$ cat config.mk
export PLATFORM = sky130hd
export DESIGN_NAME = bfd_queue
export DESIGN_NICKNAME = d
export VERILOG_FILES = /design/src/rtl/core/bfd_pkg.sv /design/src/rtl/core/bfd_queue.sv
export SDC_FILE = /design/constraint.sdc
export NUM_CORES = 1
export LEC_CHECK = 0
export BUFFER_PORTS_ARGS = -buffer_cell sky130_fd_sc_hd__buf_2
export CAP_MARGIN = 20
export CORE_ASPECT_RATIO = 1.25
export CORE_UTILIZATION = 49
export DETAILED_ROUTE_END_ITERATION = 7
export GPL_ROUTABILITY_DRIVEN = 0
export HOLD_SLACK_MARGIN = 0.1
export PLACE_DENSITY_LB_ADDON = 0.15
export SLEW_MARGIN = 15
export SYNTH_ARGS = -nofsm -noshare
export SYNTH_HDL_FRONTEND = slang
export SYNTH_SLANG_ARGS = --single-unit
$ cat constraint.sdc
create_clock -name clk_i -period 3.8 [get_ports clk_i]
set_clock_uncertainty 0.1 [all_clocks]
set_input_delay 0.76 -clock clk_i [delete_from_list [all_inputs] [get_ports clk_i]]
set_output_delay 0.76 -clock clk_i [all_outputs]
set_load 0.01 [all_outputs]
$ cat src/rtl/core/bfd_pkg.sv
// Shared constants, codes and types of the box filter downscaler.
`default_nettype none

package bfd_pkg;

  localparam int unsigned DEF_MAX_WIDTH  = 4096;
  localparam int unsigned DEF_MAX_FACTOR = 16;

  localparam int unsigned PIX_W       = 8;
  localparam int unsigned LANES       = 4;
  localparam int unsigned DIM_W       = 13;
  localparam int unsigned FACTOR_W    = 5;
  localparam int unsigned DIV_W       = 2 * FACTOR_W;
  localparam int unsigned CFG_IDX_W   = 2;
  localparam int unsigned QUEUE_DEPTH = 4;
  localparam int unsigned LVL_W       = $clog2(QUEUE_DEPTH + 1);

  typedef enum logic [CFG_IDX_W-1:0] {
    CFG_IMAGE_WIDTH  = 2'd0,
    CFG_IMAGE_HEIGHT = 2'd1,
    CFG_FACTOR_X     = 2'd2,
    CFG_FACTOR_Y     = 2'd3
  } bfd_cfg_e;

  typedef enum logic [1:0] {
    BK_IDLE,
    BK_DIV,
    BK_DONE
  } bfd_back_e;

  typedef struct packed {
    logic row_end;
    logic frame_end;
  } bfd_flags_t;

endpackage

`default_nettype wire

$ cat src/rtl/core/bfd_queue.sv
// Short register queue of closed boxes between the front and back ends.
`default_nettype none

module bfd_queue #(
  parameter int unsigned DATA_W = 8,
  parameter int unsigned DEPTH  = bfd_pkg::QUEUE_DEPTH
) (
  input  wire logic                       clk_i,
  input  wire logic                       rst_ni,
  input  wire logic                       push_i,
  input  wire logic [DATA_W-1:0]          data_i,
  input  wire logic                       pop_i,
  output      logic [DATA_W-1:0]          data_o,
  output      logic                       empty_o,
  output      logic [$clog2(DEPTH+1)-1:0] level_o
);

  localparam int unsigned PTR_W = (DEPTH > 1) ? $clog2(DEPTH) : 1;
  localparam int unsigned CNT_W = $clog2(DEPTH + 1);

  logic [DATA_W-1:0] slot_q [DEPTH];
  logic [PTR_W-1:0]  wptr_q, rptr_q;
  logic [CNT_W-1:0]  count_q;

  always_ff @(posedge clk_i or negedge rst_ni) begin
    if (!rst_ni) begin
      wptr_q  <= '0;
      rptr_q  <= '0;
      count_q <= '0;
    end else begin
      if (push_i) begin
        wptr_q <= (32'(wptr_q) == DEPTH - 1) ? '0 : wptr_q + PTR_W'(1);
      end
      if (pop_i) begin
        rptr_q <= (32'(rptr_q) == DEPTH - 1) ? '0 : rptr_q + PTR_W'(1);
      end
      if (push_i && !pop_i) begin
        count_q <= count_q + CNT_W'(1);
      end else if (pop_i && !push_i) begin
        count_q <= count_q - CNT_W'(1);
      end
    end
  end

  always_ff @(posedge clk_i) begin
    if (push_i) begin
      slot_q[wptr_q] <= data_i;
    end
  end

  assign data_o  = slot_q[rptr_q];
  assign empty_o = (count_q == '0);
  assign level_o = count_q;

endmodule

`default_nettype wire

# Yosys cells after proc, flatten, opt, wreduce, memory -nomap -nowiden
# Memories as Yosys holds them, arrays and structs flattened.
# Index checks and enable logic that the tools add are counted.
[word_totals]
ramBits = 32
memories = 1
wordCells = 22
ff_bits = 7
output_inout_bits = 12
[classes]
n_reduce_logical = 6
mux = 6
n_addsub = 4
n_eq_ne = 2
[mem_list]
columns = ["memory", "depth", "word_bits", "rd", "rd_ports_with_merged_regs", "write_ports", "line_no", "rtl"]
rows = [
  ["slot_q", 4, 8, 1, 0, 1, "bfd_queue.sv:21", "logic [DATA_W-1:0] slot_q [DEPTH];"],
]
[ops]
columns = ["operator", "count"]
rows = [
  ["$mux 3", 2],
  ["$add 2x1->2 const B", 2],
  ["$eq 2x2->1 const B", 2],
  ["$mux 2", 2],
  ["$add 3x1->3 const B", 1],
  ["$logic_not 3->1", 1],
  ["$sub 3x1->3 const B", 1],
  ["$logic_and 1x1->1", 2],
  ["$logic_not 1->1", 2],
  ["$mux 1", 2],
  ["$reduce_bool 2->1", 1],
]

# Logic depth before layout (Yosys ltp)
# Gate-level depths: netlist (run 1).
[logic_depth]
ltp_word = 4
depth_mapped = 7
mapped_depth_nobuf = 7

# Worst setup path after synthesis (run 1)
# OpenSTA, ideal clock, no wires.
[synth_timing]
kind = "input to register"
startpoint = "input pop_i"
endpoint = "register count_q[2], in the netlist level_o[2]"
arrival_time_ps = 1746
n_path_buf = 0
setup_ps = 79
stages = 7
setup_slack_ps = 1875
cell_sequence = "inv_1 ha_1 inv_1 fa_1 xor2_1 nor2_1 xor2_1"
[synth_between]
elab_chain_len = 3
elab_cells_between_ends = 5
cone_classes = "mux (1); reduce/logical (4)"
[synth_lines]
columns = ["element", "line_no", "rtl"]
rows = [
  ["start, declared", "bfd_queue.sv:12", "input wire logic pop_i,"],
  ["$logic_not 1->1", "bfd_queue.sv:37", "if (push_i && !pop_i) begin"],
  ["$logic_and 1x1->1", "bfd_queue.sv:37", ""],
  ["$mux 3 or $reduce_bool 2->1 (tied branches)", "n/a", ""],
  ["end signal, assigned", "bfd_queue.sv:38", "count_q <= count_q + CNT_W'(1);"],
  ["end signal, assigned", "bfd_queue.sv:40", "count_q <= count_q - CNT_W'(1);"],
  ["end, declared", "bfd_queue.sv:23", "logic [CNT_W-1:0] count_q;"],
]
# Several ways; a longest one is shown, not always the timed one.
# A chain may end at the register's enable or synchronous reset.

# Final worst setup path (run 1)
[layout_timing]
startpoint = "register rptr_q[0]"
endpoint = "output data_o[4]"
[layout_between]
elab_chain_len = 1
[layout_lines]
columns = ["element", "line_no", "rtl"]
rows = [
  ["start, declared", "bfd_queue.sv:22", "logic [PTR_W-1:0] wptr_q, rptr_q;"],
  ["start signal, assigned", "bfd_queue.sv:35", "rptr_q <= (32'(rptr_q) == DEPTH - 1) ? '0 : rptr_q + PTR_W'(1);"],
  ["$mem_v2 4x8", "n/a", ""],
  ["end, declared", "bfd_queue.sv:13", "output logic [DATA_W-1:0] data_o,"],
]
# Every way passes these cells.

==> results.py, run 1 <==
metrics = {
    "outcome": {
        "status": "finished, final reports clean",
    },
    "routing": {
        "wl_per_cell_um": 15.6,
        "num_vias": 754,
        "drt_first_pass_iters": 4,
        "ant_nets": 0,
        "drt-total-wl_um": 2230,
        "viasPerCell": 5.27,
        "detail_route.iter0.violations": 13,
        "drc": 0,
    },
    "power_and_ir_drop": {
        "power_frac_comb": 0.287,
        "clock_power_share": 0.187,
        "seqPwrFrac": 0.526,
        "ir_drop_mv": 0.422,
        "p_int_uw": 867,
        "p_leak_uw": 0.000677,
        "p_sw_frac": 0.298,
        "p_per_area_mw_per_mm2": 695,
        "switchingPower_uw": 367,
    },
    "clock_tree": {
        "cts_resized": 0,
        "clkSlewWorstSetupHoldPaths_ns": 0.10,
        "cts_setup_buffers": 0,
        "insertion_delay_ns": 0.33,
        "cts_tree": "yes",
        "htreeDepth": 2,
        "cts.hold.buffers_added": 0,
        "cts_sinks": 39,
        "cts_buffer_depth": 2,
        "cts-root-buf": "clkbuf_4",
        "cts_inserted_buffers": 5,
    },
    "timing": {
        "slew_viol_final": 0,
        "rsz0062_at_grt": "no",
        "setup-violations-final": 0,
        "period_share": 0.698,
        "hold_viol_final": 0,
        "worstMarginPinSlew_ns": 0.586,
        "final.setup.tns_ns": 0,
        "clock.fmax_ghz": 0.377,
        "fin_crit_ns": 2.65,
        "slew-limit-headroom": 0.610,
    },
    "finish": {
        "nNetsFinal": 125,
        "area_growth_pct": 13.6,
        "layout-drive-gt1-share": 0.383,
        "layout.cells.most_common": "edfxtp_1",
        "fin_util": 0.597,
        "antennaDiodeCount": 0,
        "finalInstanceArea_mm2": 0.00178,
        "layout_common_cells": "edfxtp_1, buf_2, mux4_2",
    },
    "yosys": {
        "synth_area_per_cell_um2": 20.0,
        "yosys.cell_types.count": 17,
        "synth_seq_cells": 39,
        "synth.yosys.warnings": 0,
        "synth-seq-area-share": 0.727,
        "synthCells": 78,
        "syn-cell-area_mm2": 0.00156,
        "synth_nets": 97,
    },
    "floorplan": {
        "core-area_mm2": 0.00297,
        "io_pins": 24,
        "die_height_um": 65.1,
        "die_x_um": 52.5,
        "start_util": 0.526,
        "rows": 22,
        "design.die.area_mm2": 0.00342,
    },
    "global_routing": {
        "antenna_found_initial": 0,
        "grt_pass1_wl_um": 3700,
        "grt_overflow": 0,
        "grt_pass1_vias": 803,
        "grt_max_degree": 12,
        "track_usage": 0.167,
    },
    "critical_path": {
        "startpoint_type": "register",
        "cp.required_ns": 2.94,
        "worstPathArrival_ns": 1.79,
        "r2r_slack_ns": 2.28,
        "cp_max_fo": 11,
        "path_class": "register to output port",
        "endpoint_kind": "output port",
    },
    "placement": {
        "portBuffers": 23,
        "dpl.hpwl_um": 1540,
        "place_area_mm2": 0.00171,
    },
    "worst_hold_path": {
        "hp-class": "primary input to async pin",
    },
    "run": {
        "maxCapViolCount": 0,
    },
}
==> through the flow <==
step                setup WS, ns  std cells  hold slack [ns]  total power [µW]
finish                      1.15        143            0.134              1230
global route               0.983        143            0.115              1320
CTS                         1.07        143            0.123              1250
detailed placement          1.47        135            0.387              1020
global placement            1.47        135            0.381              1010
floorplan                   1.87         78            0.364               902
==> flip-flops by register name (all words and copies together), names as in the netlist <==
name / count
wptr_q: 2
slot_q: 32
level_o: 3
rptr_q: 2
==> Yosys cell counts <==
cell,n,share of area
nand2_1,1,0.0024
dfrtp_1,7,0.11
fa_1,1,0.013
ha_1,6,0.048
and2_1,4,0.016
buf_2,1,0.0032
nand3_1,1,0.0032
edfxtp_1,32,0.61
nor2_1,2,0.0048
mux4_2,8,0.12
inv_1,5,0.012
nor3_1,1,0.0032
buf_6,1,0.0072
o21ai_0,2,0.0064
xor2_1,2,0.011
mux2_2,3,0.022
xnor2_1,1,0.0056
==> final timing paths <==
path,from,to,depth (start not counted)
worst max-delay path,rptr_q[0]$_DFFE_PN0P_,data_o[4],2
worst min-delay path,rst_ni,wptr_q[0]$_DFFE_PN0P_,1
worst max register to register,rptr_q[0]$_DFFE_PN0P_,rptr_q[1]$_DFFE_PN0P_,2
worst min register to register,level_o[2]$_DFFE_PN0P_,level_o[2]$_DFFE_PN0P_,1
max in group asynchronous,rst_ni,rptr_q[1]$_DFFE_PN0P_,1
min in group clk_i,level_o[2]$_DFFE_PN0P_,level_o[2]$_DFFE_PN0P_,1
==> logic make-up after synthesis <==
family | Yosys count | synth area share
AOI/OAI and AO/OA | 2 | 0.00641
adders and majority gates | 7 | 0.0608
muxes | 11 | 0.137
and+or+nand+nor | 9 | 0.0296
buffers and inverters | 7 | 0.0224
xor gates and xnor gates | 3 | 0.0168
DFF | 39 | 0.727
==> power groups by stage <==
| stage | logic (µW) | clock network (µW) | registers [µW] |
|---|---|---|---|
| global placement | 347 | 0 | 659 |
| CTS | 360 | 239 | 656 |
| detailed placement | 359 | 0 | 665 |
| global route | 396 | 256 | 670 |
| finish | 354 | 230 | 649 |
| floorplan | 286 | 0 | 615 |
==> final cells by class <==
| class | instances | area, µm² |
|---|---|---|
| fillers | 226 | 1200 |
| repair buffers | 23 | 115 |
| well taps | 36 | 45.0 |
| multi-input cells | 32 | 392 |
| inverters | 5 | 18.8 |
| clock buffers | 8 | 68.8 |
| flip-flops and latches | 39 | 1140 |
==> worst max-delay path, stage by stage, from the launching register on <==
cell and delay [ns]:
dfrtp_1 0.73, mux4_2 0.58, buf_2 0.15
==> layer usage <==
layer	GRT usage	share of wire
met1	0.191	0.40
met2	0.258	0.51
met3	0.0671	0.063
met4	0.0987	0.026
met5	0	0
No activity file was read; power rests on OpenSTA's default activity.
==> inputs of run 2 (changes only) <==
ABC_AREA = 1   (was unset)
clock period = 2.44 ns   (was 3.8 ns; I/O delays follow)
==> results.py, run 2 <==
metrics = {
    "global_routing": {
        "grt_pass1_vias": 950,
        "grt_pass1_wl_um": 4140,
        "grt_overflow": 0,
        "track_usage": 0.174,
        "grt_max_degree": 34,
        "antenna_found_initial": 0,
    },
    "power_and_ir_drop": {
        "ir_drop_mv": 0.751,
        "power_uw": 2270,
        "p_leak_uw": 0.000892,
        "p_per_area_mw_per_mm2": 1160,
    },
    "yosys": {
        "synth_flop_cell": "edfxtp_1",
        "async_flop_share": 0.179,
        "synthCells": 143,
        "synth.yosys.warnings": 0,
        "ys_top_cells_by_area": "edfxtp_1, dfrtp_1, nand2_1, o211ai_1, inv_1",
        "synth_nets": 162,
        "synth_area_per_cell_um2": 11.9,
        "synth_top_area_share": 0.566,
        "synth_commonest_cells": "nand2_1, edfxtp_1, inv_1",
        "synth-seq-area-share": 0.669,
        "synth_seq_cells": 39,
        "synth_edf_count": 32,
        "yosys.cell_types.count": 17,
        "syn-cell-area_mm2": 0.00170,
        "yosysTopAreaCell": "edfxtp_1",
        "yosysMostFrequentCell": "nand2_1",
    },
    "floorplan": {
        "die_height_um": 67.8,
        "die_x_um": 54.7,
        "rows": 23,
        "start_util": 0.522,
        "io_pins": 24,
        "core-area_mm2": 0.00325,
        "design.die.area_mm2": 0.00371,
    },
    "timing": {
        "final.setup.tns_ns": 0,
        "rsz0062_at_grt": "no",
        "slew_viol_final": 0,
        "clock.fmax_ghz": 0.485,
        "slew-limit-headroom": 0.689,
        "hold_viol_final": 0,
        "fin_crit_ns": 2.06,
        "setup_slack_ns": 0.380,
        "worstMarginPinSlew_ns": 0.465,
        "period_share": 0.844,
        "setup-violations-final": 0,
    },
    "finish": {
        "nNetsFinal": 189,
        "largest-register": "slot_q",
        "area_growth_pct": 15.5,
        "layout.cells.most_common": "nand2_1",
        "fin_util": 0.603,
        "layout_common_cells": "nand2_1, edfxtp_1, inv_1",
        "layout-drive-gt1-share": 0.187,
        "fillers": 267,
        "antennaDiodeCount": 0,
        "largest_register_ffs": 32,
    },
    "clock_tree": {
        "insertion_delay_ns": 0.28,
        "cts_tree": "yes",
        "cts-root-buf": "clkbuf_8",
        "cts_sinks": 39,
        "clkSlewWorstSetupHoldPaths_ns": 0.07,
        "cts_inserted_buffers": 5,
        "cts_setup_buffers": 0,
        "htreeDepth": 2,
        "cts_buffer_depth": 2,
    },
    "routing": {
        "ant_nets": 0,
        "routed-wl-met3_um": 97,
        "drt-met1-wl_um": 1090,
        "met2WireLength_um": 1390,
        "drc": 0,
        "highest_layer": "met4",
        "drt-total-wl_um": 2640,
        "num_vias": 1037,
        "detail_route.iter0.violations": 20,
        "drt_first_pass_iters": 6,
        "viasPerCell": 4.99,
        "wl_per_cell_um": 12.7,
    },
    "critical_path": {
        "path_class": "register to output port",
        "cp_max_fo": 33,
        "cp.required_ns": 1.85,
        "endpoint_kind": "output port",
        "worstPathArrival_ns": 1.47,
        "startpoint_type": "register",
    },
    "run": {
        "maxCapViolCount": 0,
    },
    "placement": {
        "portBuffers": 23,
        "dp_slack_ns": 0.645,
        "dpl.hpwl_um": 1810,
    },
    "worst_hold_path": {
        "hp-class": "primary input to register",
    },
    "outcome": {
        "status": "finished, final reports clean",
    },
}
run 2: changes by cell type in the layout (fill, tap and decap cells not counted), moves of 4 or more:
cell | before | now
nand2_1 | 1 | 38
inv_1 | 5 | 27
o211ai_1 | 0 | 16
mux4_2 | 8 | 0
clkbuf_4 | 5 | 0
and2_1 | 4 | 0
run 2: critical path, stage by stage (launching register included):
cell and delay, ns:
dfrtp_1 0.41, inv_2 0.36, nand2_1 0.10, o211ai_1 0.10, nand2_1 0.07, buf_2 0.14
run 2: area by class of cell:
class                           instances  area, µm²  share of cell area
Sequential cell                        39       1140               0.579
Multi-Input combinational cell         71        412               0.210
Timing Repair Buffer                   24        125              0.0638
Inverter                               29        109              0.0555
Clock buffer                            6       72.6              0.0370
Clock inverter                          2       60.1              0.0306
Tap cell                               37       46.3              0.0236
run 2: timing repair:
item | CTS | global route
resized for setup | 0 | 0
endpoints found under the hold margin | 7 | 0
hold buffers | 1 | 0
run 2: final timing paths:
kind	startpoint	endpoint	slack [ns]	cells after the start
worst max-delay path	rptr_q[0]$_DFFE_PN0P_	data_o[7]	0.38	5
worst min-delay path	data_i[0]	slot_q[0][0]$_DFFE_PP_	0.32	1
worst max register to register	wptr_q[0]$_DFFE_PN0P_	slot_q[0][2]$_DFFE_PP_	0.99	4
worst min register to register	wptr_q[0]$_DFFE_PN0P_	wptr_q[0]$_DFFE_PN0P_	0.43	1
max in group asynchronous	rst_ni	level_o[0]$_DFFE_PN0P_	1.62	2
min in group asynchronous	rst_ni	rptr_q[1]$_DFFE_PN0P_	0.47	2
run 2: stage by stage:
step	instance area (µm²)	hold WS, ns	instances
after global routing	1960	0.299	208
after global placement	1820	0.230	199
after floorplan	1700	0.0924	143
after detailed placement	1820	0.233	199
final	1960	0.315	208
after CTS	1960	0.308	208
run 2: report_power, final:
part           switching [µW]  internal, µW  total, µW
Clock                     206           408        615
Combinational             417           257        674
Sequential               99.7           884        984
run 2: cell families after synthesis:
group | Yosys count | share of synthesized area
buffers and inverters | 33 | 0.0884
adders and majority gates | 7 | 0.0560
and+or+nand+nor | 42 | 0.0958
DFF | 39 | 0.669
xor gates and xnor gates | 1 | 0.00516
AOI/OAI and AO/OA | 21 | 0.0855
run 2: per-layer routing:
metal / GRT usage / vias to the layer above
met4: 0.115 / 0
met3: 0.0511 / 4
li1: - / 533
met5: 0 / -
met1: 0.205 / 481
met2: 0.270 / 19
==> inputs of run 3 (changes only) <==
ABC_AREA = 0   (was 1)
clock period = 2.11 ns   (was 2.44 ns; I/O delays follow)
==> results.py, run 3 (synthesized netlist as in run 1, its figures left out) <==
metrics = {
    "outcome": {
        "status": "finished, final reports clean",
    },
    "placement": {
        "placedCellCount": 136,
        "portBuffers": 23,
        "dpl.hpwl_um": 1500,
    },
    "timing": {
        "slew-limit-headroom": 0.714,
        "fin_crit_ns": 2.02,
        "rsz0062_at_grt": "yes",
        "setup-violations-final": 0,
        "slew_viol_final": 0,
        "worstMarginPinSlew_ns": 0.430,
        "clock.fmax_ghz": 0.496,
        "hold_viol_final": 0,
        "period_share": 0.955,
    },
    "routing": {
        "num_vias": 758,
        "drc": 0,
        "detail_route.iter0.violations": 24,
        "drt-total-wl_um": 2130,
        "wl_per_cell_um": 14.4,
        "drt_first_pass_iters": 4,
        "ant_nets": 0,
        "viasPerCell": 5.12,
    },
    "power_and_ir_drop": {
        "seqPwrFrac": 0.511,
        "switchingPower_uw": 665,
        "p_sw_frac": 0.302,
        "power_frac_comb": 0.333,
        "ir_drop_mv": 0.602,
        "power_uw": 2200,
        "clock_power_share": 0.156,
        "p_int_uw": 1540,
        "p_per_area_mw_per_mm2": 1220,
        "p_leak_uw": 0.000695,
    },
    "critical_path": {
        "rr_startpoint": "wptr_q[0]$_DFFE_PN0P_",
        "r2r_cells": 3,
        "slowest_delay_ns": 0.49,
        "crit_chain": "buf_4 -> mux4_2 -> buf_2",
        "cp.required_ns": 1.59,
        "cp_max_fo": 3,
        "reg2reg_to": "slot_q[0][1]$_DFFE_PP_",
        "endpoint_kind": "output port",
        "worstPathArrival_ns": 1.49,
        "startpoint_type": "register",
        "path_class": "register to output port",
        "cp_slowest_cell": "mux4_2",
        "r2r_slack_ns": 0.63,
    },
    "finish": {
        "layout.cells.most_common": "edfxtp_1",
        "fillers": 227,
        "antennaDiodeCount": 0,
        "layout_common_cells": "edfxtp_1, buf_2, mux4_2",
        "stdcell_count": 148,
        "area_growth_pct": 15.2,
        "largest-register": "slot_q",
        "layout-drive-gt1-share": 0.420,
        "nNetsFinal": 130,
        "largest_register_ffs": 32,
    },
    "floorplan": {
        "die_height_um": 65.1,
        "design.die.area_mm2": 0.00342,
        "rows": 22,
        "start_util": 0.526,
        "core-area_mm2": 0.00297,
        "die_x_um": 52.5,
        "io_pins": 24,
    },
    "worst_hold_path": {
        "min-delay-start": "data_i[2]",
        "holdPathStages": 1,
        "hp-class": "primary input to register",
        "min_to": "slot_q[3][2]$_DFFE_PP_",
    },
    "global_routing": {
        "grt_pass1_vias": 770,
        "grt_overflow": 0,
        "grt_pass1_wl_um": 3560,
        "grt_max_degree": 13,
        "track_usage": 0.159,
        "antenna_found_initial": 0,
    },
    "clock_tree": {
        "insertion_delay_ns": 0.33,
        "htreeDepth": 2,
        "cts_sinks": 39,
        "cts-root-buf": "clkbuf_4",
        "cts_tree": "yes",
        "cts_inserted_buffers": 5,
        "cts_buffer_depth": 2,
        "clkSlewWorstSetupHoldPaths_ns": 0.10,
    },
    "run": {
        "maxCapViolCount": 0,
    },
}
## run 3: power groups by stage
stage / sequential, µW / combinational [µW] / clock, µW
6_report: 1130 / 733 / 343
5_1_grt: 1150 / 830 / 383
3_5_place_dp: 1190 / 657 / 0
4_1_cts: 1130 / 746 / 358
2_1_floorplan: 1110 / 516 / 0
3_3_place_gp: 1180 / 647 / 0
## run 3: how the worst max path moves through the flow
stage	to	startpoint	slack (ns)
2_1_floorplan	level_o[2]$_DFFE_PN0P_	pop_i	0.52
3_3_place_gp	data_o[4]	rptr_q[0]$_DFFE_PN0P_	0.18
3_5_place_dp	data_o[6]	rptr_q[0]$_DFFE_PN0P_	0.17
4_1_cts	data_o[7]	rptr_q[0]$_DFFE_PN0P_	0.03
5_1_grt	data_o[6]	rptr_q[0]$_DFFE_PN0P_	-0.002
6_report	data_o[6]	rptr_q[0]$_DFFE_PN0P_	0.09
## run 3: critical path, delay by kind of cell, from the launching register on
kind	cells	cell delay (ns)
buffers and inverters	2	0.29
flip-flops	1	0.38
multiplexers	1	0.49
## run 3: stage by stage
step / util / TNS, ns / hold WS (ns) / cell area, µm² / setup slack (ns)
after global placement: 0.577 / 0 / 0.164 / 1710 / 0.184
after global routing: 0.606 / -0.00159 / 0.175 / 1800 / -0.00159
final: 0.606 / 0 / 0.192 / 1800 / 0.0947
after CTS: 0.605 / 0 / 0.176 / 1800 / 0.0346
after detailed placement: 0.577 / 0 / 0.166 / 1710 / 0.167
after floorplan: - / 0 / 0.0264 / 1560 / 0.523
## run 3: what timing repair did
action                                  in CTS  in global routing
buffers inserted                             3                  0
gates resized for setup                      1                  2
hold endpoints to repair                     7                  0
hold buffers                                 1                  0
endpoints found under the setup margin       8                  3
cloned                                       0                  0
## run 3: per-layer routing
metal | track usage | part of all wire | vias to the layer above
li1 | - | - | 362
met1 | 0.182 | 0.40 | 366
met3 | 0.0509 | 0.048 | 6
met4 | 0.0987 | 0.028 | 0
met2 | 0.252 | 0.52 | 24
met5 | 0 | 0 | -
## run 3: area by class of cell
type	count	area (µm²)	share of cell area
Inverter	5	18.8	0.0104
Clock buffer	5	37.5	0.0208
Timing Repair Buffer	28	155	0.0862
Sequential cell	39	1140	0.632
Clock inverter	3	15.0	0.00834
Multi-Input combinational cell	32	392	0.218
Tap cell	36	45.0	0.0250
