## src/rtl/core/bfd_pkg.sv

```systemverilog
// Shared constants, codes and types of the box filter downscaler.
`default_nettype none

package bfd_pkg;

  localparam int unsigned DEF_MAX_WIDTH  = 4096;
  localparam int unsigned DEF_MAX_FACTOR = 16;

  localparam int unsigned PIX_W       = 8;
  localparam int unsigned LANES       = 4;
  localparam int unsigned DIM_W       = 13;
  localparam int unsigned FACTOR_W    = 5;
  localparam int unsigned DIV_W       = 2 * FACTOR_W;
  localparam int unsigned CFG_IDX_W   = 2;
  localparam int unsigned QUEUE_DEPTH = 4;
  localparam int unsigned LVL_W       = $clog2(QUEUE_DEPTH + 1);

  typedef enum logic [CFG_IDX_W-1:0] {
    CFG_IMAGE_WIDTH  = 2'd0,
    CFG_IMAGE_HEIGHT = 2'd1,
    CFG_FACTOR_X     = 2'd2,
    CFG_FACTOR_Y     = 2'd3
  } bfd_cfg_e;

  typedef enum logic [1:0] {
    BK_IDLE,
    BK_DIV,
    BK_DONE
  } bfd_back_e;

  typedef struct packed {
    logic row_end;
    logic frame_end;
  } bfd_flags_t;

endpackage

`default_nettype wire

```

## src/rtl/core/bfd_back.sv

```systemverilog
// Back end: four-lane restoring divider and the result register.
`default_nettype none

module bfd_back #(
  parameter int unsigned MAX_FACTOR = bfd_pkg::DEF_MAX_FACTOR
) (
  input  wire logic                      clk_i,
  input  wire logic                      rst_ni,
  input  wire logic                      job_ready_i,
  input  wire logic [bfd_pkg::LANES*(bfd_pkg::PIX_W+2*$clog2(MAX_FACTOR))-1:0] job_sums_i,
  input  wire logic [bfd_pkg::DIV_W-1:0] job_div_i,
  input  wire bfd_pkg::bfd_flags_t       job_flags_i,
  output      logic                      job_pop_o,
  output      logic [bfd_pkg::PIX_W-1:0] red_out_o,
  output      logic [bfd_pkg::PIX_W-1:0] green_out_o,
  output      logic [bfd_pkg::PIX_W-1:0] blue_out_o,
  output      logic [bfd_pkg::PIX_W-1:0] alpha_out_o,
  output      logic                      row_end_o,
  output      logic                      frame_end_o,
  output      logic                      empty,
  input  wire logic                      pop
);
  import bfd_pkg::*;

  localparam int unsigned SUM_W = PIX_W + 2 * $clog2(MAX_FACTOR);
  localparam int unsigned CNT_W = $clog2(SUM_W);

  bfd_back_e        state_q, state_d;
  logic [CNT_W-1:0] cnt_q;
  logic [DIV_W-1:0] rem_q [LANES];
  logic [SUM_W-1:0] quo_q [LANES];
  logic [DIV_W-1:0] rem_d [LANES];
  logic [SUM_W-1:0] quo_d [LANES];
  logic [DIV_W-1:0] div_q;
  bfd_flags_t       flags_q;
  logic             out_valid_q, load_out;
  logic [PIX_W-1:0] out_q [LANES];
  bfd_flags_t       out_flags_q;

  always_comb begin
    state_d   = state_q;
    job_pop_o = 1'b0;
    load_out  = 1'b0;
    unique case (state_q)
      BK_IDLE: begin
        if (job_ready_i) begin
          job_pop_o = 1'b1;
          state_d   = BK_DIV;
        end
      end
      BK_DIV: begin
        if (32'(cnt_q) == SUM_W - 1) begin
          state_d = BK_DONE;
        end
      end
      BK_DONE: begin
        // The finished quotient waits here while the receiver stalls.
        if (!out_valid_q || pop) begin
          load_out = 1'b1;
          state_d  = BK_IDLE;
        end
      end
      default: state_d = BK_IDLE;
    endcase
  end

  // One quotient bit per lane per cycle, most significant first.
  always_comb begin
    logic [DIV_W:0] trial;
    for (int l = 0; l < LANES; l++) begin
      trial = {rem_q[l], quo_q[l][SUM_W-1]};
      if (trial >= {1'b0, div_q}) begin
        trial    = trial - {1'b0, div_q};
        quo_d[l] = {quo_q[l][SUM_W-2:0], 1'b1};
      end else begin
        quo_d[l] = {quo_q[l][SUM_W-2:0], 1'b0};
      end
      rem_d[l] = trial[DIV_W-1:0];
    end
  end

  always_ff @(posedge clk_i or negedge rst_ni) begin
    if (!rst_ni) begin
      state_q     <= BK_IDLE;
      cnt_q       <= '0;
      out_valid_q <= 1'b0;
    end else begin
      state_q <= state_d;
      if (job_pop_o) begin
        cnt_q <= '0;
      end else if (state_q == BK_DIV) begin
        cnt_q <= cnt_q + CNT_W'(1);
      end
      if (load_out) begin
        out_valid_q <= 1'b1;
      end else if (pop) begin
        out_valid_q <= 1'b0;
      end
    end
  end

  always_ff @(posedge clk_i) begin
    if (job_pop_o) begin
      div_q   <= job_div_i;
      flags_q <= job_flags_i;
      for (int l = 0; l < LANES; l++) begin
        rem_q[l] <= '0;
        quo_q[l] <= job_sums_i[l*SUM_W +: SUM_W];
      end
    end else if (state_q == BK_DIV) begin
      for (int l = 0; l < LANES; l++) begin
        rem_q[l] <= rem_d[l];
        quo_q[l] <= quo_d[l];
      end
    end
    if (load_out) begin
      out_flags_q <= flags_q;
      for (int l = 0; l < LANES; l++) begin
        out_q[l] <= quo_q[l][PIX_W-1:0];
      end
    end
  end

  assign red_out_o   = out_q[0];
  assign green_out_o = out_q[1];
  assign blue_out_o  = out_q[2];
  assign alpha_out_o = out_q[3];
  assign row_end_o   = out_flags_q.row_end;
  assign frame_end_o = out_flags_q.frame_end;
  assign empty       = !out_valid_q;

endmodule

`default_nettype wire
```

## config.mk

```make
export PLATFORM = sky130hd
export DESIGN_NAME = bfd_back
export DESIGN_NICKNAME = d
export VERILOG_FILES = /design/src/rtl/core/bfd_pkg.sv /design/src/rtl/core/bfd_back.sv
export SDC_FILE = /design/constraint.sdc
export NUM_CORES = 1
export LEC_CHECK = 0
export BUFFER_PORTS_ARGS = -buffer_cell sky130_fd_sc_hd__buf_4
export CORE_UTILIZATION = 31
export CTS_BUF_LIST = sky130_fd_sc_hd__clkbuf_8
export CTS_CLUSTER_DIAMETER = 50
export DETAILED_ROUTE_END_ITERATION = 10
export MAX_ROUTING_LAYER = met4
export SYNTH_ARGS = -nofsm -noshare
export SYNTH_HDL_FRONTEND = slang
export SYNTH_SLANG_ARGS = --single-unit
```

## constraint.sdc

```tcl
create_clock -name clk_i -period 9.7 [get_ports clk_i]
set_input_delay 1.455 -clock clk_i [delete_from_list [all_inputs] [get_ports clk_i]]
set_output_delay 1.455 -clock clk_i [all_outputs]
set_load 0.005 [all_outputs]
```

---- After elaboration in Yosys (flattened, before gate mapping) ----
Memory sizes are Yosys's and may differ from the RTL's.
Index checks and enable logic that the tools add are counted.
storage, ports and cells
  flip-flop bits (word level) ............. 21
  bits in writable memories ............... 136
  input port bits ......................... 80
  logic and storage cells ................. 75
  memories ................................ 3
memories
  name   words  width  read ports  clocked after memory_dff  write ports  line            source
  quo_q  4      16     4           0                         4            bfd_back.sv:31  logic [SUM_W-1:0] quo_q [LANES];
  rem_q  4      10     4           0                         4            bfd_back.sv:30  logic [DIV_W-1:0] rem_q [LANES];
  out_q  4      8      4           0                         4            bfd_back.sv:37  logic [PIX_W-1:0] out_q [LANES];
operators by class
  add/subtract/negate cells ............... 5
  magnitude comparators ................... 4
  eq/ne operators ......................... 6
  mux-type cells .......................... 35
  bitwise logic cells ..................... 8
  reduce and logical (&&, ||, !) cells .... 6
operator list
  cell                                                              number
  10-bit 2-to-1 mux                                                 8
  16-bit 2-to-1 mux                                                 4
  11-bit by 10-bit >= comparator with 1-bit output                  4
  10-bit subtractor                                                 4
  1-bit 2-to-1 mux                                                  17
  4-bit 2-to-1 mux                                                  2
  1-bit bitwise OR                                                  8
  2-bit 2-to-1 mux                                                  3
  2-bit inequality test (second input constant)                     3
  2-bit one-hot mux with 3 select lines                             1
  4-bit by 1-bit adder with 4-bit output (second input constant)    1
  4-bit == test (second input constant)                             1
  2-bit nonzero test                                                2
  3-bit AND reduction                                               1
  2-bit by 1-bit == test with 1-bit output (second input constant)  1
  2-bit == test (second input constant)                             1
  2-bit logical NOT                                                 1
  1-bit logical NOT                                                 1
  1-bit logical OR                                                  1

---- Logic depth before layout (Yosys ltp) ----
Gate-level depths: netlist (run 1).
  depth after elaboration ................. 6
  gate-level depth with buffers ........... 10
  gate-level depth less buffers ........... 10

---- Least setup slack after synthesis (run 1) ----
Ideal clock, no wire load.
  kind .................................... in2reg
  from .................................... input port job_ready_i
  to ...................................... memory quo_q[0][0] (netlist name), enable pin
  library setup time ...................... 457 ps
  arrival ................................. 3,576 ps
  required time ........................... 9,243 ps
  setup slack ............................. 5,667 ps
  cell stages on the path ................. 2
  path buffers ............................ 0
  cells stage by stage .................... o21bai_1 > inv_1
RTL lines
  what                line            source
  start: declaration  bfd_back.sv:9   input wire logic job_ready_i,
  end: declaration    bfd_back.sv:31

---- Final worst setup path (run 1) ----
  from .................................... input port job_ready_i
  to ...................................... output port job_pop_o
on the way
  longest elaborated chain between the ends .. 2
RTL lines
  what              line            source
  1-bit 2-to-1 mux  bfd_back.sv:46  if (job_ready_i) begin
  1-bit 2-to-1 mux  bfd_back.sv:44  unique case (state_q)
  end: declaration  bfd_back.sv:13  output logic job_pop_o,
No other way between the ends.

==> results of run 1 <==
metrics by stage:
step	instances	cell area [um^2]	total power, W	hold WS (ps)
final	1214	9810	0.00330	453
after CTS	1214	9810	0.00333	446
after detailed placement	1182	9420	0.00284	434
after global placement	1182	9420	0.00280	429
after floorplan	752	8220	0.00253	400
after global routing	1214	9810	0.00357	462
critical path, delay by kind of cell:
family / cells / cell delay [ps]
simple gates: 1 / 90
buf+inv: 4 / 510
state kept, by name, summed over array words and instances (netlist names):
signal       count
flags_q          2
quo_q           64
div_q           10
cnt_q            4
rem_q           40
frame_end_o      1
row_end_o        1
state_q          2
out_valid_q      1
out_q           32
area by class of cell:
type | count | area (um^2)
tap | 335 | 419
clock buffer | 17 | 234
inverter | 26 | 100
clock inverter | 15 | 151
fill | 2542 | 16300
multi-input combinational | 545 | 3330
sequential | 157 | 4680
timing repair buffer | 119 | 893
how the worst min path moves through the flow:
| stage | from | end | slack (ps) | cells after the start |
|---|---|---|---|---|
| 2_1_floorplan | flags_q[0] | frame_end_o | 400 | 0 |
| 3_3_place_gp | quo_q[1][4] | out_q[1][4] | 430 | 0 |
| 3_5_place_dp | quo_q[2][7] | out_q[2][7] | 430 | 0 |
| 4_1_cts | quo_q[2][0] | out_q[2][0] | 450 | 0 |
| 5_1_grt | quo_q[2][0] | out_q[2][0] | 460 | 0 |
| 6_report | quo_q[0][3] | out_q[0][3] | 450 | 0 |
kinds of logic (layout without fill, tap and decap cells):
kind of cell | count (synthesis) | in the layout | share of synthesized area
AOI/OAI and AO/OA | 103 | 103 | 0.0961
xor gates and xnor gates | 23 | 23 | 0.0245
adders and majority gates | 45 | 45 | 0.0722
buffers and inverters | 50 | 177 | 0.0279
DFF | 157 | 157 | 0.570
muxes | 28 | 28 | 0.0344
and+or+nand+nor | 346 | 346 | 0.175
where the power goes:
group | switching [W] | internal (W)
clock network | 0.000290 | 0.000192
logic | 0.000895 | 0.000648
registers | 0.000119 | 0.00115
Yosys cell counts, types with 3 or more instances:
cell      number  area [um^2]
edfxtp_1     150         4500
buf_1          4         15.0
o22a_1         4         35.0
fa_1           4         80.1
nor2b_1       10         62.6
mux2i_1       26          260
nor2_1        62          233
buf_6          4         45.0
nand2b_1      17          106
o22ai_1        3         18.8
o21a_1         4         30.0
inv_1         26         97.6
a211oi_2      10          125
o21ai_0       14         70.1
o211ai_1       7         52.6
a211oi_1       5         37.5
ha_1          41          513
o31a_1         3         26.3
dfrtp_1        7          175
nand2_1      222          833
a21oi_1       21          105
and4b_1        3         30.0
nor3_1         7         35.0
clkbuf_1      15         56.3
xnor2_1       22          193
nand3_1       14         70.1
o21ai_2        3         26.3
a21o_1        10         75.1
a21oi_4        3         48.8
a211o_1        4         35.0
metal layers:
| layer | wire [um] | part of all wire |
|---|---|---|
| met1 | 8640 | 0.47 |
| met2 | 8870 | 0.48 |
| met3 | 688 | 0.038 |
| met4 | 140 | 0.0076 |
| met5 | 0 | 0 |
==> out/summary.txt, run 1 <==
Worst-path clk slew: 100 ps
First-pass DRT Iterations: 5
syn_nets: 877
Post-synth EDFFs: 150
normalized max-slew margin: 0.259
die area: 27200 um^2
area added between synthesis and finish: 19.4%
dpl hpwl: 12.6 mm
average size of a mapped cell: 10.9 um^2
crit-path most repeated cell: buf_4
Mapped Cells: 752
Worst Setup End Kind: output pin
DRT iter0 DRCs: 419
final wirelength: 18.3 mm
CP Data Required Time: 8250 ps
clk buf depth: 2
synth unique cells: 50
#FFs+latches synth: 157
final core utilization: 0.376
reg2reg end: rem_q[1][7]
Die Y: 165 um
CP arrival: 2060 ps
Crit Reg-Reg Startpoint: div_q[1]
gpl congestion: 0.809
mapped cell area: 8220 um^2
most frequent cells in the layout: nand2_1, edfxtp_1, buf_4
starting density of the core: 0.315
Worst Setup SP: job_ready_i
Syn. warnings: 0
Top Usage Layer GRT: met2
Lkg Pwr: 4.25 nW
H-tree levels: 4
Final nets: 991
Hold/Removal Path Class: flip-flop to flip-flop
CTS tree: yes
max incr delay on CP: 190 ps
clock sinks: 157
post-synthesis sequential area ratio: 0.570
run status: completed
setup ws final: 6180 ps
I/O pins: 116
Clock Latency Late Sink: 460 ps
DRC Markers: 0
minimum clock period: 3520 ps
post-route ant nets: 0
Vias/cell: 4.74
most common cell after layout, fill and taps aside: nand2_1
CP cell instances: buf_4 -> nand2_1 -> inv_1 -> buf_4 -> buf_4
pwr/cell area: 336 nW/um^2
DP Worst Slack: 6190 ps
crit path to: job_pop_o
crit share post-route: 0.362
M1 GR Usage: 0.183
startpoint types: primary input
slowest CP cell: buf_4
final hold viol count: 0
vias in the first global route: 5506
setup bufs post-CTS: 0
I/O Buffers: 115
final setup TNS: 0 ps
Remaining Overflow, GRT: 0
fmax: 284 MHz
Slew Limit Fails: 0
largest net degree at the start of global routing: 90
actual slew at the worst max-slew pin: 1110 ps
Core Area: 26100 um^2
Avg WL per Cell: 15.1 um
Root Driver: clkbuf_8
fraction of registers with async set/reset: 0.0446
CTS resizes: 0
via count: 5758
TritonCTS Buffers: 17
die width: 165 um
M3 GR Usage: 0.0271
ANT cells: 0
CTS Hold Buffers Added: 0
ys flop type: edfxtp_1
CP Max Fanout: 13
Rows: 59
GR Util met2: 0.223
worst-case reg-to-reg path depth: 8
worst vdd ir: 0.000131 V
Total GRT Usage: 0.140
RSZ-0062 raised after global routing: false
global-route wire length before repair: 28.4 mm
reg2reg setup slack: 6930 ps
layout cells sized above 1: 0.201
Max Cap Viol: 0
antenna violations before repair: 0
final setup fails: 0
Worst Path Class, Setup: primary input to output pin
skew final: 24.8 ps
No activity file was read; power rests on OpenSTA's default activity.
==> inputs of run 2 (changes only) <==
==> constraint.sdc (replaced) <==
create_clock -name clk_i -period 3.6 [get_ports clk_i]
set_input_delay 0.54 -clock clk_i [delete_from_list [all_inputs] [get_ports clk_i]]
set_output_delay 0.54 -clock clk_i [all_outputs]
set_load 0.005 [all_outputs]
==> run 2 against run 1 <==
  * Register-to-register slack worse by 6100 ps
  * Combinational power grew to 2.7 times the previous value
  * Largest cell class unchanged
  * Power grew to 2.7 times the previous value
  * Sequential cell count stayed put
  * Critical path type is now flip-flop to flip-flop
  * First-iteration DRC count is 13% lower
  * Largest power group unchanged
==> out/summary.txt, run 2 (synthesis results as in run 1) <==
layout cells sized above 1: 0.202 (was 0.201)
Pint: 0.00543 W (was 0.00199 W)
final setup TNS: 0 ps (unchanged)
minimum clock period: 2740 ps
DRC Markers: 0 (unchanged)
CP Max Fanout: 15 (was 13)
Avg WL per Cell: 15.5 um (was 15.1 um)
fmax: 365 MHz
Worst Setup End Kind: flip-flop (was output pin)
CP arrival: 2900 ps (was 2060 ps)
starting density of the core: 0.315 (unchanged)
post-route ant nets: 0 (unchanged)
max FFs per register: 64 (unchanged)
skew final: 24.7 ps (was 24.8 ps)
WP buf/inv: 1 (was 4)
Total GRT Usage: 0.147 (was 0.140)
CP cell instances: inv_1 -> ha_1 -> nand2b_1 -> a21oi_2 -> o21ai_2 -> a22oi_2 -> mux2i_1 -> nor2_1 (was buf_4 -> nand2_1 -> inv_1 -> buf_4 -> buf_4)
normalized max-slew margin: 0.299 (was 0.259)
dpl hpwl: 12.9 mm (was 12.6 mm)
Clock Latency Late Sink: 450 ps (was 460 ps)
global-route wire length before repair: 29.6 mm (was 28.4 mm)
most common cell after layout, fill and taps aside: nand2_1 (unchanged)
Root Driver: clkbuf_8 (unchanged)
I/O pins: 116 (unchanged)
gpl congestion: 0.840 (was 0.809)
RSZ-0062 raised after global routing: false (unchanged)
Slew Limit Fails: 0 (unchanged)
max incr delay on CP: 680 ps (was 190 ps)
Die Y: 165 um (unchanged)
TritonCTS Buffers: 17 (unchanged)
fillers: 2581 (was 2542)
Flop pwr share: 0.385 (about the same)
die width: 165 um (unchanged)
H-tree levels: 4 (unchanged)
most frequent cells in the layout: nand2_1, edfxtp_1, buf_4 (unchanged)
actual slew at the worst max-slew pin: 1050 ps (was 1110 ps)
Largest regs: quo_q (64), rem_q (40), out_q (32) (unchanged)
Comb power frac: 0.468 (about the same)
clock share of power: 0.148 (was 0.146)
Rows: 59 (unchanged)
vias in the first global route: 5781 (was 5506)
Final nets: 993 (was 991)
area added between synthesis and finish: 19.8% (was 19.4%)
die area: 27200 um^2 (unchanged)
run status: completed (unchanged)
Core Area: 26100 um^2 (unchanged)
Reg with most FFs: quo_q (unchanged)
Max Cap Viol: 0 (unchanged)
DRT iter0 DRCs: 364 (was 419)
total net switching power: 0.00351 W (was 0.00130 W)
Worst Path Class, Setup: flip-flop to flip-flop (was primary input to output pin)
area occupied by registers: 4680 um^2 (unchanged)
clk buf depth: 2 (unchanged)
crit share post-route: 0.761
clock sinks: 157 (unchanged)
Top Family by Delay on Critical Path: compound AO/OA/AOI/OAI gates (was buffers and inverters)
final setup fails: 0 (unchanged)
Vias/cell: 4.74 (about the same)
CTS tree: yes (unchanged)
pwr/cell area: 908 nW/um^2 (was 336 nW/um^2)
First-pass DRT Iterations: 4 (was 5)
Remaining Overflow, GRT: 0 (unchanged)
largest net degree at the start of global routing: 85 (was 90)
Hold/Removal Path Class: primary input to flip-flop (was flip-flop to flip-flop)
via count: 5767 (was 5758)
I/O Buffers: 115 (unchanged)
Switching Share: 0.392 (was 0.396)
Lkg Pwr: 4.26 nW (was 4.25 nW)
final hold viol count: 0 (unchanged)
startpoint types: flip-flop (was primary input)
worst vdd ir: 0.000330 V (was 0.000131 V)
final core utilization: 0.378 (was 0.376)
antenna violations before repair: 0 (unchanged)
final wirelength: 18.8 mm (was 18.3 mm)
CP Data Required Time: 3760 ps (was 8250 ps)
ANT cells: 0 (unchanged)
footprint of the multi-input gates: 3330 um^2 (unchanged)
slowest CP cell: a22oi_2 (was buf_4)
Worst-path clk slew: 110 ps (was 100 ps)
setup bufs post-CTS: 0 (unchanged)
run 2: metal layers:
layer  up-vias  GRT usage  wire [um]
met5         -          -          0
met4         0     0.0446        317
met3        16     0.0304        584
met2        94      0.236       9290
met1      2773      0.185       8630
li1       2884          -          -
run 2: final timing paths:
path | end | start | depth (start not counted) | slack (ps)
setup / recovery | rem_q[1][7] | div_q[1] | 8 | 860
hold / removal | div_q[3] | job_div_i[3] | 1 | 250
setup reg to reg | rem_q[1][7] | div_q[1] | 8 | 860
hold reg to reg | out_q[2][7] | quo_q[2][7] | 0 | 440
max in group asynchronous | cnt_q[3] | rst_ni | 2 | 3050
min in group asynchronous | cnt_q[0] | rst_ni | 2 | 430
run 2: cell type report:
| cell class | count | share of cell area |
|---|---|---|
| Sequential cell | 157 | 0.476 |
| Multi-Input combinational cell | 545 | 0.338 |
| Timing Repair Buffer | 121 | 0.0938 |
| Tap cell | 335 | 0.0426 |
| Clock buffer | 17 | 0.0238 |
| Clock inverter | 15 | 0.0156 |
| Inverter | 26 | 0.0102 |
run 2: power groups by stage:
stage	combinational [W]	clock (W)	sequential, W
3_5_place_dp	0.00420	0	0.00347
4_1_cts	0.00423	0.00136	0.00344
2_1_floorplan	0.00347	0	0.00336
6_report	0.00418	0.00132	0.00344
3_3_place_gp	0.00414	0	0.00346
5_1_grt	0.00475	0.00143	0.00352
run 2: repair_timing:
item	in CTS	in global routing
endpoints found under the setup margin	0	0
resized for setup	0	0
endpoints found under the hold margin	7	0
hold buffers	1	0
run 2: worst register-to-register path, delay by kind of cell (launching register included):
kind / cells / cell delay [ps]
compound gates: 3 / 1010
fa+ha+maj: 1 / 350
buf+inv: 1 / 200
flops: 1 / 490
mux: 1 / 260
simple gates: 2 / 130
run 2: metrics by stage:
stage	std cells	hold slack [ps]	total power, W	cell area, um^2	worst slack [ps]
floorplan	752	244	0.00683	8220	482
detailed placement	1183	361	0.00768	9440	854
CTS	1216	219	0.00904	9840	823
finish	1216	254	0.00894	9840	862
global route	1216	210	0.00970	9840	614
global placement	1183	359	0.00760	9440	964
==> inputs of run 3 (changes only) <==
==> constraint.sdc (replaced) <==
create_clock -name clk_i -period 2.5 [get_ports clk_i]
set_input_delay 0.375 -clock clk_i [delete_from_list [all_inputs] [get_ports clk_i]]
set_output_delay 0.375 -clock clk_i [all_outputs]
set_load 0.005 [all_outputs]
==> run 3 against run 2 <==
  * Routed wire length up 0.14%
  * Critical path type unchanged
  * First-iteration DRC count down 16%
  * Sequential cell count unchanged
  * Clock-buffer cell count unchanged
  * Clock power up 60%
  * Sequential share of layout area down 1.8 points
  * Core utilization up 1.5 points
  * Maximum frequency up 17%
  * Non-clock buffer count up 24
  * Via count up 1.5%
  * Global-route usage down 0.12 points
==> out/summary.txt, run 3 (synthesis results as in run 1) <==
worst vdd ir: 0.000550 V (was 0.000330 V)
pwr/cell area: 1330 nW/um^2 (was 908 nW/um^2)
First-pass DRT Iterations: 5 (was 4)
Clock Latency Late Sink: 470 ps (was 450 ps)
placed insts: 1204 (was 1183)
Worst Setup SP: div_q[0] (was div_q[1])
Total GRT Usage: 0.146 (was 0.147)
Crit Reg-Reg Startpoint: div_q[0] (was div_q[1])
Lkg Pwr: 4.45 nW (was 4.26 nW)
post-route ant nets: 0 (unchanged)
actual slew at the worst max-slew pin: 596 ps (was 1050 ps)
Vias/cell: 4.72 (was 4.74)
Avg WL per Cell: 15.2 um (was 15.5 um)
reg2reg setup slack: 150 ps (was 860 ps)
CP Max Fanout: 4 (was 15)
CP arrival: 2560 ps (was 2900 ps)
area added between synthesis and finish: 24.5% (was 19.8%)
CTS tree: yes (unchanged)
final wirelength: 18.8 mm (about the same)
dpl hpwl: 13.4 mm (was 12.9 mm)
Die Y: 165 um (unchanged)
Non-Filler Instances: 1241 (was 1216)
normalized max-slew margin: 0.603 (was 0.299)
worst-case reg-to-reg path depth: 9 (was 8)
clk buf depth: 2 (unchanged)
Worst Setup End Kind: flip-flop (unchanged)
gpl congestion: 0.818 (was 0.840)
most frequent cells in the layout: nand2_1, edfxtp_1, buf_4 (unchanged)
most common cell after layout, fill and taps aside: nand2_1 (unchanged)
minimum clock period: 2350 ps (was 2740 ps)
clock sinks: 157 (unchanged)
DRC Markers: 0 (unchanged)
H-tree levels: 4 (unchanged)
antenna violations before repair: 0 (unchanged)
layout cells sized above 1: 0.236 (was 0.202)
crit path to: rem_q[0][8] (was rem_q[1][7])
crit share post-route: 0.939 (was 0.761)
RSZ-0062 raised after global routing: false (unchanged)
Rows: 59 (unchanged)
startpoint types: flip-flop (unchanged)
I/O pins: 116 (unchanged)
ANT cells: 0 (unchanged)
final hold viol count: 0 (unchanged)
TritonCTS Buffers: 17 (unchanged)
CP Data Required Time: 2720 ps (was 3760 ps)
die width: 165 um (unchanged)
Max Cap Viol: 0 (unchanged)
Final nets: 1018 (was 993)
Worst-path clk slew: 90 ps (was 110 ps)
Worst Path Class, Setup: flip-flop to flip-flop (unchanged)
max FFs per register: 64 (unchanged)
fmax: 426 MHz (was 365 MHz)
Placed Instance Area: 9710 um^2 (was 9440 um^2)
Root Driver: clkbuf_8 (unchanged)
run status: completed (unchanged)
skew final: 20.3 ps (was 24.7 ps)
via count: 5853 (was 5767)
Remaining Overflow, GRT: 0 (unchanged)
reg2reg end: rem_q[0][8] (was rem_q[1][7])
I/O Buffers: 115 (unchanged)
final setup fails: 0 (unchanged)
largest net degree at the start of global routing: 61 (was 85)
fillers: 2506 (was 2581)
Slew Limit Fails: 0 (unchanged)
global-route wire length before repair: 29.2 mm (was 29.6 mm)
DRT iter0 DRCs: 304 (was 364)
Largest regs: quo_q (64), rem_q (40), out_q (32) (unchanged)
Core Area: 26100 um^2 (unchanged)
Hold/Removal Path Class: primary input to flip-flop (unchanged)
starting density of the core: 0.315 (unchanged)
Reg with most FFs: quo_q (unchanged)
fin area: 10200 um^2 (was 9840 um^2)
die area: 27200 um^2 (unchanged)
vias in the first global route: 5695 (was 5781)
[run 3: worst min path at each step]
stage | depth (start not counted) | start | slack [ps] | to
floorplan | 0 | rst_ni | 80 | cnt_q[0]
global placement | 1 | rst_ni | 200 | out_valid_q
detailed placement | 1 | rst_ni | 200 | out_valid_q
CTS | 1 | job_flags_i[1] | 60 | flags_q[1]
global route | 1 | job_flags_i[0] | 60 | flags_q[0]
finish | 1 | job_flags_i[1] | 90 | flags_q[1]
[run 3: metrics by stage]
step	setup TNS, ps	hold slack, ps	util	power, W	setup WS [ps]
6_report	0	86.2	0.392	0.0136	152
5_1_grt	0	56.2	0.392	0.0147	11.5
4_1_cts	0	59.3	0.390	0.0136	23.4
2_1_floorplan	-1330	79.4	-	0.00983	-12.8
3_3_place_gp	0	196	0.373	0.0114	80.9
3_5_place_dp	0	195	0.373	0.0114	52.0
[run 3: where the power goes]
group	switching [W]	internal [W]	total, W
Clock	0.00108	0.00103	0.00211
Combinational	0.00364	0.00290	0.00653
Sequential	0.000487	0.00446	0.00494
[run 3: timing repair]
| action | CTS | global route |
|---|---|---|
| resized for setup | 0 | 10 |
| hold buffers | 1 | 0 |
| setup endpoints to repair | 0 | 32 |
| buffers inserted | 0 | 3 |
| endpoints found under the hold margin | 7 | 0 |
[run 3: critical path, stage by stage (launching register included)]
cell and delay [ps]:
edfxtp_1 470, buf_4 170, ha_1 220, fa_1 420, nor2b_2 140, o31a_1 180, o221ai_1 170, xnor2_1 150
mux2i_1 130, nor2_1 50
[run 3: area by class of cell]
type | instances | area (um^2) | area share
Timing Repair Buffer | 145 | 1200 | 0.118
Clock buffer | 17 | 234 | 0.0229
Multi-Input combinational cell | 546 | 3380 | 0.331
Inverter | 26 | 101 | 0.00991
Sequential cell | 157 | 4680 | 0.458
Tap cell | 335 | 419 | 0.0410
Clock inverter | 15 | 206 | 0.0202
[run 3: layer usage]
metal	part of all wire	up-vias	global-route usage
met5	0	-	-
met4	0.023	0	0.0571
met3	0.042	23	0.0291
met2	0.49	120	0.234
met1	0.44	2780	0.180
li1	-	2930	-
